## config.mk

```make
export PLATFORM = sky130hd
export DESIGN_NAME = sha256_stream_hasher
export DESIGN_NICKNAME = d
export VERILOG_FILES = /design/src/rtl/shash_pkg.sv /design/src/rtl/shash_ctrl.sv /design/src/rtl/shash_dp.sv /design/src/rtl/sha256_stream_hasher.sv
export SDC_FILE = /design/constraint.sdc
export NUM_CORES = 2
export LEC_CHECK = 0
export BUFFER_PORTS_ARGS = -buffer_cell sky130_fd_sc_hd__clkbuf_2
export CAP_MARGIN = 40
export CORE_MARGIN = 1
export CORE_UTILIZATION = 50
export CTS_BUF_LIST = sky130_fd_sc_hd__clkbuf_8 sky130_fd_sc_hd__clkbuf_16
export DETAILED_ROUTE_END_ITERATION = 10
export PLACE_DENSITY_LB_ADDON = 0.08
export SLEW_MARGIN = 40
export SYNTH_ARGS = -nofsm -noshare
export SYNTH_HDL_FRONTEND = slang
export SYNTH_SLANG_ARGS = --single-unit
```

## constraint.sdc

```tcl
create_clock -name clk -period 52.4 [get_ports clk]
set_input_delay 0 -clock clk [delete_from_list [all_inputs] [get_ports clk]]
set_output_delay 0 -clock clk [all_outputs]
set_load 0.02 [all_outputs]
```

## src/rtl/shash_pkg.sv

```systemverilog
// shared types and constants for the streaming sha-256 hasher
// no dependencies; used by shash_ctrl, shash_dp and sha256_stream_hasher
`default_nettype none

package shash_pkg;

  // source of the byte shifted into the message block
  typedef enum logic [1:0] {
    SEL_MSG  = 2'd0,
    SEL_PAD  = 2'd1,
    SEL_ZERO = 2'd2,
    SEL_LEN  = 2'd3
  } byte_sel_t;

  // commands from controller to datapath
  typedef struct packed {
    logic        load_byte;
    byte_sel_t   byte_sel;
    logic [2:0]  len_idx;
    logic        count_byte;
    logic        work_init;
    logic        round_en;
    logic [5:0]  round_idx;
    logic        chain_add;
    logic        digest_load;
  } shash_cmd_t;

  // status from datapath to controller
  typedef struct packed {
    logic obuf_busy;
  } shash_stat_t;

  localparam logic [7:0] PAD_BYTE = 8'h80;

  localparam logic [31:0] ROUND_K [64] = '{
    32'h428a2f98, 32'h71374491, 32'hb5c0fbcf, 32'he9b5dba5,
    32'h3956c25b, 32'h59f111f1, 32'h923f82a4, 32'hab1c5ed5,
    32'hd807aa98, 32'h12835b01, 32'h243185be, 32'h550c7dc3,
    32'h72be5d74, 32'h80deb1fe, 32'h9bdc06a7, 32'hc19bf174,
    32'he49b69c1, 32'hefbe4786, 32'h0fc19dc6, 32'h240ca1cc,
    32'h2de92c6f, 32'h4a7484aa, 32'h5cb0a9dc, 32'h76f988da,
    32'h983e5152, 32'ha831c66d, 32'hb00327c8, 32'hbf597fc7,
    32'hc6e00bf3, 32'hd5a79147, 32'h06ca6351, 32'h14292967,
    32'h27b70a85, 32'h2e1b2138, 32'h4d2c6dfc, 32'h53380d13,
    32'h650a7354, 32'h766a0abb, 32'h81c2c92e, 32'h92722c85,
    32'ha2bfe8a1, 32'ha81a664b, 32'hc24b8b70, 32'hc76c51a3,
    32'hd192e819, 32'hd6990624, 32'hf40e3585, 32'h106aa070,
    32'h19a4c116, 32'h1e376c08, 32'h2748774c, 32'h34b0bcb5,
    32'h391c0cb3, 32'h4ed8aa4a, 32'h5b9cca4f, 32'h682e6ff3,
    32'h748f82ee, 32'h78a5636f, 32'h84c87814, 32'h8cc70208,
    32'h90befffa, 32'ha4506ceb, 32'hbef9a3f7, 32'hc67178f2
  };

  localparam logic [31:0] INIT_HASH [8] = '{
    32'h6a09e667, 32'hbb67ae85, 32'h3c6ef372, 32'ha54ff53a,
    32'h510e527f, 32'h9b05688c, 32'h1f83d9ab, 32'h5be0cd19
  };

endpackage

`default_nettype wire

```

## src/rtl/shash_ctrl.sv

```systemverilog
// control state machine of the sha-256 hasher: byte fill, padding, rounds
// depends on shash_pkg (command and status structs)
`default_nettype none

module shash_ctrl (
  input  wire logic                   clk,
  input  wire logic                   rst_n,
  input  wire logic                   in_valid,
  output logic                        in_ready,
  input  wire logic                   in_byte_valid,
  input  wire logic                   in_last,
  output shash_pkg::shash_cmd_t       cmd,
  input  wire shash_pkg::shash_stat_t status
);

  typedef enum logic [5:0] {
    ST_IDLE = 6'b000001,
    ST_PAD  = 6'b000010,
    ST_LEN  = 6'b000100,
    ST_COMP = 6'b001000,
    ST_FIN  = 6'b010000,
    ST_DONE = 6'b100000
  } state_t;

  localparam logic [5:0] FILL_LAST   = 6'd63;
  localparam logic [5:0] FILL_PRELEN = 6'd55;
  localparam logic [5:0] ROUND_LAST  = 6'd63;

  state_t     state_r, state_nxt;
  state_t     resume_r, resume_nxt;
  logic [5:0] fill_r, fill_nxt;
  logic [5:0] round_r, round_nxt;
  logic       pad_first_r, pad_first_nxt;

  always_comb begin
    state_nxt     = state_r;
    resume_nxt    = resume_r;
    fill_nxt      = fill_r;
    round_nxt     = round_r;
    pad_first_nxt = pad_first_r;
    in_ready      = 1'b0;
    cmd           = '0;
    cmd.byte_sel  = shash_pkg::SEL_MSG;
    cmd.len_idx   = fill_r[2:0];
    cmd.round_idx = round_r;
    case (state_r)
      ST_IDLE: begin
        in_ready = 1'b1;
        if (in_valid) begin
          pad_first_nxt = 1'b1;
          if (in_byte_valid) begin
            cmd.load_byte  = 1'b1;
            cmd.count_byte = 1'b1;
            fill_nxt       = fill_r + 6'd1;
          end
          if (in_byte_valid && fill_r == FILL_LAST) begin
            cmd.work_init = 1'b1;
            state_nxt     = ST_COMP;
            resume_nxt    = in_last ? ST_PAD : ST_IDLE;
          end else if (in_last) begin
            state_nxt = ST_PAD;
          end
        end
      end
      ST_PAD: begin
        cmd.load_byte = 1'b1;
        cmd.byte_sel  = pad_first_r ? shash_pkg::SEL_PAD : shash_pkg::SEL_ZERO;
        pad_first_nxt = 1'b0;
        fill_nxt      = fill_r + 6'd1;
        if (fill_r == FILL_LAST) begin
          cmd.work_init = 1'b1;
          state_nxt     = ST_COMP;
          resume_nxt    = ST_PAD;
        end else if (fill_r == FILL_PRELEN) begin
          state_nxt = ST_LEN;
        end
      end
      ST_LEN: begin
        cmd.load_byte = 1'b1;
        cmd.byte_sel  = shash_pkg::SEL_LEN;
        fill_nxt      = fill_r + 6'd1;
        if (fill_r == FILL_LAST) begin
          cmd.work_init = 1'b1;
          state_nxt     = ST_COMP;
          resume_nxt    = ST_DONE;
        end
      end
      ST_COMP: begin
        cmd.round_en = 1'b1;
        round_nxt    = round_r + 6'd1;
        if (round_r == ROUND_LAST) begin
          state_nxt = ST_FIN;
        end
      end
      ST_FIN: begin
        cmd.chain_add = 1'b1;
        state_nxt     = resume_r;
      end
      ST_DONE: begin
        if (!status.obuf_busy) begin
          cmd.digest_load = 1'b1;
          state_nxt       = ST_IDLE;
        end
      end
      default: begin
        state_nxt = ST_IDLE;
      end
    endcase
  end

  always_ff @(posedge clk) begin
    if (!rst_n) begin
      state_r     <= ST_IDLE;
      resume_r    <= ST_IDLE;
      fill_r      <= '0;
      round_r     <= '0;
      pad_first_r <= 1'b0;
    end else begin
      state_r     <= state_nxt;
      resume_r    <= resume_nxt;
      fill_r      <= fill_nxt;
      round_r     <= round_nxt;
      pad_first_r <= pad_first_nxt;
    end
  end

`ifndef ASSERT_OFF
  a_round_end: assert property (@(posedge clk) disable iff (!rst_n)
    (state_r == ST_COMP && round_r == ROUND_LAST) |=> state_r == ST_FIN)
    else $error("compression did not end after the last round");

  a_round_idle: assert property (@(posedge clk) disable iff (!rst_n)
    state_r != ST_COMP |-> round_r == 6'd0)
    else $error("round counter not cleared outside compression");

  a_fill_comp: assert property (@(posedge clk) disable iff (!rst_n)
    state_r == ST_COMP |-> fill_r == 6'd0)
    else $error("compression started on a partly filled block");

  a_len_pos: assert property (@(posedge clk) disable iff (!rst_n)
    state_r == ST_LEN |-> fill_r[5:3] == 3'b111)
    else $error("length bytes outside the last eight block bytes");
`endif

endmodule

`default_nettype wire

```

## src/rtl/shash_dp.sv

```systemverilog
// datapath of the sha-256 hasher: message block, round logic, chain and digest buffer
// depends on shash_pkg (constants, command and status structs)
`default_nettype none

module shash_dp (
  input  wire logic                   clk,
  input  wire logic                   rst_n,
  input  wire logic [7:0]             in_data_byte,
  input  wire shash_pkg::shash_cmd_t  cmd,
  output shash_pkg::shash_stat_t      status,
  output logic                        out_valid,
  input  wire logic                   out_ready,
  output logic [31:0]                 out_digest_word,
  output logic [2:0]                  out_word_index,
  output logic                        out_last_word
);

  function automatic logic [31:0] big_s0(input logic [31:0] x);
    return {x[1:0], x[31:2]} ^ {x[12:0], x[31:13]} ^ {x[21:0], x[31:22]};
  endfunction

  function automatic logic [31:0] big_s1(input logic [31:0] x);
    return {x[5:0], x[31:6]} ^ {x[10:0], x[31:11]} ^ {x[24:0], x[31:25]};
  endfunction

  function automatic logic [31:0] sml_s0(input logic [31:0] x);
    return {x[6:0], x[31:7]} ^ {x[17:0], x[31:18]} ^ {3'b000, x[31:3]};
  endfunction

  function automatic logic [31:0] sml_s1(input logic [31:0] x);
    return {x[16:0], x[31:17]} ^ {x[18:0], x[31:19]} ^ {10'b0, x[31:10]};
  endfunction

  // message block, word 0 in the top bits; doubles as schedule window
  logic [511:0] blk_r;
  logic [31:0]  work_r [8];
  logic [31:0]  chain_r [8];
  logic [60:0]  total_r;
  logic [31:0]  obuf_r [8];
  logic         busy_r;
  logic [2:0]   idx_r;

  logic [7:0]   byte_in;
  logic [63:0]  len_bits;
  logic [31:0]  w_new;
  logic [31:0]  t1;
  logic [31:0]  t2;

  assign len_bits = {total_r, 3'b000} << {cmd.len_idx, 3'b000};

  always_comb begin
    case (cmd.byte_sel)
      shash_pkg::SEL_MSG:  byte_in = in_data_byte;
      shash_pkg::SEL_PAD:  byte_in = shash_pkg::PAD_BYTE;
      shash_pkg::SEL_ZERO: byte_in = 8'h00;
      shash_pkg::SEL_LEN:  byte_in = len_bits[63:56];
      default:             byte_in = 8'h00;
    endcase
  end

  // window words: w0 = [511:480], w1 = [479:448], w9 = [223:192], w14 = [63:32]
  assign w_new = sml_s1(blk_r[63:32]) + blk_r[223:192] + sml_s0(blk_r[479:448])
               + blk_r[511:480];

  assign t1 = work_r[7] + big_s1(work_r[4])
            + ((work_r[4] & work_r[5]) ^ (~work_r[4] & work_r[6]))
            + shash_pkg::ROUND_K[cmd.round_idx] + blk_r[511:480];
  assign t2 = big_s0(work_r[0])
            + ((work_r[0] & work_r[1]) ^ (work_r[0] & work_r[2]) ^ (work_r[1] & work_r[2]));

  always_ff @(posedge clk) begin
    if (cmd.load_byte) begin
      blk_r <= {blk_r[503:0], byte_in};
    end else if (cmd.round_en) begin
      blk_r <= {blk_r[479:0], w_new};
    end
  end

  always_ff @(posedge clk) begin
    if (cmd.work_init) begin
      for (int i = 0; i < 8; i++) work_r[i] <= chain_r[i];
    end else if (cmd.round_en) begin
      work_r[7] <= work_r[6];
      work_r[6] <= work_r[5];
      work_r[5] <= work_r[4];
      work_r[4] <= work_r[3] + t1;
      work_r[3] <= work_r[2];
      work_r[2] <= work_r[1];
      work_r[1] <= work_r[0];
      work_r[0] <= t1 + t2;
    end
  end

  always_ff @(posedge clk) begin
    if (!rst_n) begin
      for (int i = 0; i < 8; i++) chain_r[i] <= shash_pkg::INIT_HASH[i];
      total_r <= '0;
    end else begin
      if (cmd.chain_add) begin
        for (int i = 0; i < 8; i++) chain_r[i] <= chain_r[i] + work_r[i];
      end else if (cmd.digest_load) begin
        for (int i = 0; i < 8; i++) chain_r[i] <= shash_pkg::INIT_HASH[i];
      end
      if (cmd.digest_load) begin
        total_r <= '0;
      end else if (cmd.count_byte) begin
        total_r <= total_r + 61'd1;
      end
    end
  end

  // digest buffer drains word 0 first
  always_ff @(posedge clk) begin
    if (cmd.digest_load) begin
      for (int i = 0; i < 8; i++) obuf_r[i] <= chain_r[i];
    end else if (out_valid && out_ready) begin
      for (int i = 0; i < 7; i++) obuf_r[i] <= obuf_r[i+1];
    end
  end

  always_ff @(posedge clk) begin
    if (!rst_n) begin
      busy_r <= 1'b0;
      idx_r  <= '0;
    end else if (cmd.digest_load) begin
      busy_r <= 1'b1;
      idx_r  <= '0;
    end else if (out_valid && out_ready) begin
      idx_r <= idx_r + 3'd1;
      if (idx_r == 3'd7) begin
        busy_r <= 1'b0;
      end
    end
  end

  assign status.obuf_busy = busy_r;
  assign out_valid        = busy_r;
  assign out_digest_word  = obuf_r[0];
  assign out_word_index   = idx_r;
  assign out_last_word    = (idx_r == 3'd7);

`ifndef ASSERT_OFF
  a_load_free: assert property (@(posedge clk) disable iff (!rst_n)
    cmd.digest_load |-> !busy_r)
    else $error("digest loaded over an undrained buffer");

  a_no_mix: assert property (@(posedge clk) disable iff (!rst_n)
    cmd.round_en |-> !cmd.load_byte && !cmd.count_byte)
    else $error("byte load during a compression round");
`endif

endmodule

`default_nettype wire

```

## src/rtl/sha256_stream_hasher.sv

```systemverilog
// top level of the streaming sha-256 hasher
// depends on shash_pkg, shash_ctrl and shash_dp
`default_nettype none

// usage
//  - input channel (in_valid/in_ready): one beat per message byte; in_byte_valid
//    marks a real byte, in_last ends the message (a byte on the same beat is
//    taken first); in_last with no byte on a message's only beat hashes an empty message
//  - result channel (out_valid/out_ready): eight beats per message, digest
//    words 0..7 most significant first, out_last_word on word 7
//  - throughput: one byte beat per cycle while a block fills; the 64th byte
//    starts 64 rounds at one per cycle followed by a chaining add; in_ready
//    is low while the round unit is busy
//  - end of message: one padding byte per cycle up to byte 56, eight length
//    bytes, then the rounds and chaining add per final block (one or two
//    blocks), then a copy into the digest buffer once the buffer is free
//  - the digest sits in an eight-word output buffer, so the next message is
//    taken while the receiver stalls; only a second digest waits for the
//    buffer to drain
//  - reset (rst_n low, synchronous): chaining words back to the initial hash
//    value, length and fill counters cleared, buffer emptied; no sweep needed

module sha256_stream_hasher (
  input  wire logic        clk,
  input  wire logic        rst_n,
  input  wire logic        in_valid,
  output logic             in_ready,
  input  wire logic [7:0]  in_data_byte,
  input  wire logic        in_byte_valid,
  input  wire logic        in_last,
  output logic             out_valid,
  input  wire logic        out_ready,
  output logic [31:0]      out_digest_word,
  output logic [2:0]       out_word_index,
  output logic             out_last_word
);

  // controller drives the datapath only through these two structs
  shash_pkg::shash_cmd_t  cmd;
  shash_pkg::shash_stat_t status;

  shash_ctrl u_ctrl (
    .clk           (clk),
    .rst_n         (rst_n),
    .in_valid      (in_valid),
    .in_ready      (in_ready),
    .in_byte_valid (in_byte_valid),
    .in_last       (in_last),
    .cmd           (cmd),
    .status        (status)
  );

  // message block, round logic, chaining words and digest buffer
  shash_dp u_dp (
    .clk             (clk),
    .rst_n           (rst_n),
    .in_data_byte    (in_data_byte),
    .cmd             (cmd),
    .status          (status),
    .out_valid       (out_valid),
    .out_ready       (out_ready),
    .out_digest_word (out_digest_word),
    .out_word_index  (out_word_index),
    .out_last_word   (out_last_word)
  );

endmodule

`default_nettype wire

```

==> metrics.yaml <==
run_status:
  status: "finished with violations"
  violations: "DRC"
finish:
  finalNonFillerCells: 10700
  area_growth_pct: 8.87
  final_util_pct: 54.9
  layout-drive-gt1-share_pct: 7.96
  fillers: 14800
  nets: 9005
sta:
  slew_viol_final: 0
  min_period_over_period_pct: 19.7
  setup_ws_ns: 42.07
  fin_skew_ns: 0.0347
  whs_ns: 0.119
  finalSetupViolCount: 0
  slew_headroom_pct: 39.6
  tightest_slew_ns: 0.906
  timing_hold_violations_final: 0
  rsz0062_at_grt: "false"
  min_period_ns: 10.33
  setup_tns_ns: 0
  clock.fmax_ghz: 0.0968
detailed_routing:
  avgRoutedWirePerCell_um: 23.9
  drtIter0Drc: 5071
  vias: 61600
  route.detailed.drc: 12
  via_per_inst: 5.75
  dr.pass1.iters: 9
  ant_nets: 0
  drt_wl_total_mm: 256
die:
  initial_utilization_pct: 50.4
  die_w_um: 410
  core_area_mm2: 0.165
  num_rows: 149
  dieHeight_um: 410
  die-area_mm2: 0.168
  io_pins: 52
clocking:
  clk_pin_slew_worst_paths_ns: 0.07
  clockBufferDepth: 3
  cts_sinks: 1367
  cts_made_buffers: 156
  h-tree-depth: 4
  insertion_delay_ns: 0.82
  cts_root_buf: "clkbuf_16"
  post-cts-setup-buffer-count: 0
  cts_tree: "yes"
placement:
  gp_congestion: 0.996
  dp_slack_ns: 42.32
  port-buffer-count: 51
  dp_hpwl_mm: 185
  post-place-cells: 10400
power_and_ir_drop:
  power.internal_mw: 3.09
  clkPwrFrac_pct: 20.9
  seqPwrFrac_pct: 30.9
  power.leakage_nw: 37.2
  p_comb_share_pct: 48.2
  irDropWorstVdd_uv: 78.8
  p_switching_mw: 2.16
  power.density_mw_per_mm2: 58.0
  swShare_pct: 41.1
global_routing:
  grt_pass1_wl_mm: 382
  grt_max_degree: 134
  grt_usage_pct: 30.1
  gr-max-usage-layer: "met2"
  grt.met3_usage_pct: 3.37
  grt_pass1_vias: 60800
  use_met2_pct: 52.1
  grt_use_met1_pct: 37.4
  antenna_found_initial: 3
  grt.overflow.total: 0
hold_path:
  min_path_type: "input port to register"
logic_synthesis:
  seq_area_frac_synth_pct: 46.7
  ys_warn_count: 0
  syn_nets: 9176
  synth_area_mm2: 0.0833
  avgSynthCellArea_um2: 9.71
  synth_cells: 8571
  synthFlopType: "edfxtp_1"
  synth_edf_count: 1152
  ys_async_sr_fraction_pct: 0
  synth-seq-cells: 1367
  synth.distinct_cells: 98
setup_path:
  end_kind: "register"
  worst-endpoint-arrival_ns: 10.86
  cp.required_ns: 52.93
  cp_slowest_stage_delay_ns: 0.62
  path_class: "register to register"
  start_kind: "register"
  path_max_fanout: 25
  slowest_stage: "ha_1"
job:
  cap_violations: 0
-- repair_timing --
| item | 4_1_cts | 5_1_grt |
|---|---|---|
| hold buffers | 16 | 0 |
| endpoints found under the hold margin | 50 | 0 |
| resized for setup | 0 | 0 |
-- cell families (layout without fill, tap and decap cells) --
logic type / Yosys count / count (layout) / share of synthesized area, %
and+or+nand+nor: 3416 / 3416 / 16.9
xor gates and xnor gates: 626 / 626 / 6.58
muxes: 297 / 297 / 4.14
adders and majority gates: 615 / 615 / 10.9
AOI/OAI and AO/OA: 1472 / 1472 / 11.1
buffers and inverters: 778 / 735 / 3.67
other: 0 / 1 / 0
DFF: 1367 / 1367 / 46.7
-- worst max-delay path: cells and delay by family (launching register included) --
kind                       cells  cell delay, ns
AOI/OAI and AO/OA             15            3.46
and+or+nand+nor                8            1.69
adders and majority gates      7            3.28
buffers and inverters          5            0.96
DFF                            1            0.31
xor gates and xnor gates       2            0.31
-- flip-flops by register name, summed over array words and instances (netlist names), 3 cells and up --
register	cells
u_ctrl.round_r	6
u_ctrl.fill_r	6
u_dp.out_word_index	3
u_dp.blk_r	512
u_dp.obuf_r	256
u_dp.chain_r	256
u_ctrl.resume_r	3
u_dp.total_r	61
u_dp.work_r	256
u_ctrl.state_r	6
-- per-stage QoR --
stage,power (mW),instance area (um2)
after floorplan,3.49,83300
after global placement,4.12,85100
after detailed placement,4.14,85400
after CTS,5.27,90600
after global routing,5.59,90600
final,5.26,90600
-- final timing paths --
path	start	cells after the start	to	slack, ns
worst min-delay path	in_valid	4	u_ctrl.pad_first_r	0.12
worst min register to register	u_ctrl.resume_r[5]	2	u_ctrl.resume_r[5]	0.46
worst max-delay path	u_ctrl.round_r[0]	37	u_dp.work_r[0][31]	42.07
worst max register to register	u_ctrl.round_r[0]	37	u_dp.work_r[0][31]	42.07
-- power groups by stage --
stage	Sequential (mW)	Combinational, mW	Clock, mW
after floorplan	1.62	1.87	0
after global placement	1.65	2.47	0
after detailed placement	1.65	2.49	0
after CTS	1.63	2.52	1.12
after global routing	1.64	2.80	1.15
final	1.63	2.53	1.10
-- Yosys cell counts (49+ instances only) --
master,n,area share [%]
nand2b_1,73,0.55
nand2_1,2557,12
fa_1,195,4.7
a31oi_1,49,0.37
xor2_1,241,2.5
xnor2_1,385,4.0
edfxtp_1,1152,42
nor2_1,324,1.5
mux2_2,232,3.1
o21ai_0,380,2.3
nor2b_1,55,0.41
a211oi_1,60,0.54
mux2i_1,50,0.60
a21oi_1,429,2.6
o21a_1,59,0.53
dfxtp_1,215,5.2
o211ai_1,64,0.58
ha_1,396,6.0
a21o_1,173,1.6
inv_1,284,1.3
clkbuf_1,418,1.9
nor3_1,81,0.49
nand3_1,101,0.61
-- area by class of cell --
class	count	area [um2]	area share [%]
repair buffers	161	1370	1.51
inverters	288	1090	1.20
clock buffers	169	4130	4.55
well taps	2189	2740	3.02
clock inverters	117	958	1.06
multi-input cells	6426	41500	45.7
diodes	1	2.50	0.00276
flip-flops and latches	1367	38900	42.9
-- per-layer routing --
| metal | vias up | part of all wire (%) |
|---|---|---|
| met5 | - | 0.0063 |
| met4 | 2 | 5.4 |
| met3 | 507 | 4.3 |
| met2 | 1715 | 49 |
| met1 | 30100 | 41 |
| li1 | 29300 | - |
-- cell usage in the layout (no fill, tap or decap), types with 100 or more instances in the layout --
| cell type | Yosys | final |
|---|---|---|
| inv_1 | 284 | 325 |
| mux2_2 | 232 | 232 |
| o21ai_0 | 380 | 376 |
| edfxtp_1 | 1152 | 1152 |
| a21o_1 | 173 | 173 |
| nor2_1 | 324 | 319 |
| nand2_1 | 2557 | 2554 |
| clkbuf_16 | 0 | 160 |
| fa_1 | 195 | 195 |
| dfxtp_1 | 215 | 212 |
| a21oi_1 | 429 | 427 |
| ha_1 | 396 | 396 |
| nand3_1 | 101 | 100 |
| xnor2_1 | 385 | 384 |
| xor2_1 | 241 | 241 |
(Power assumes the default switching activity.)
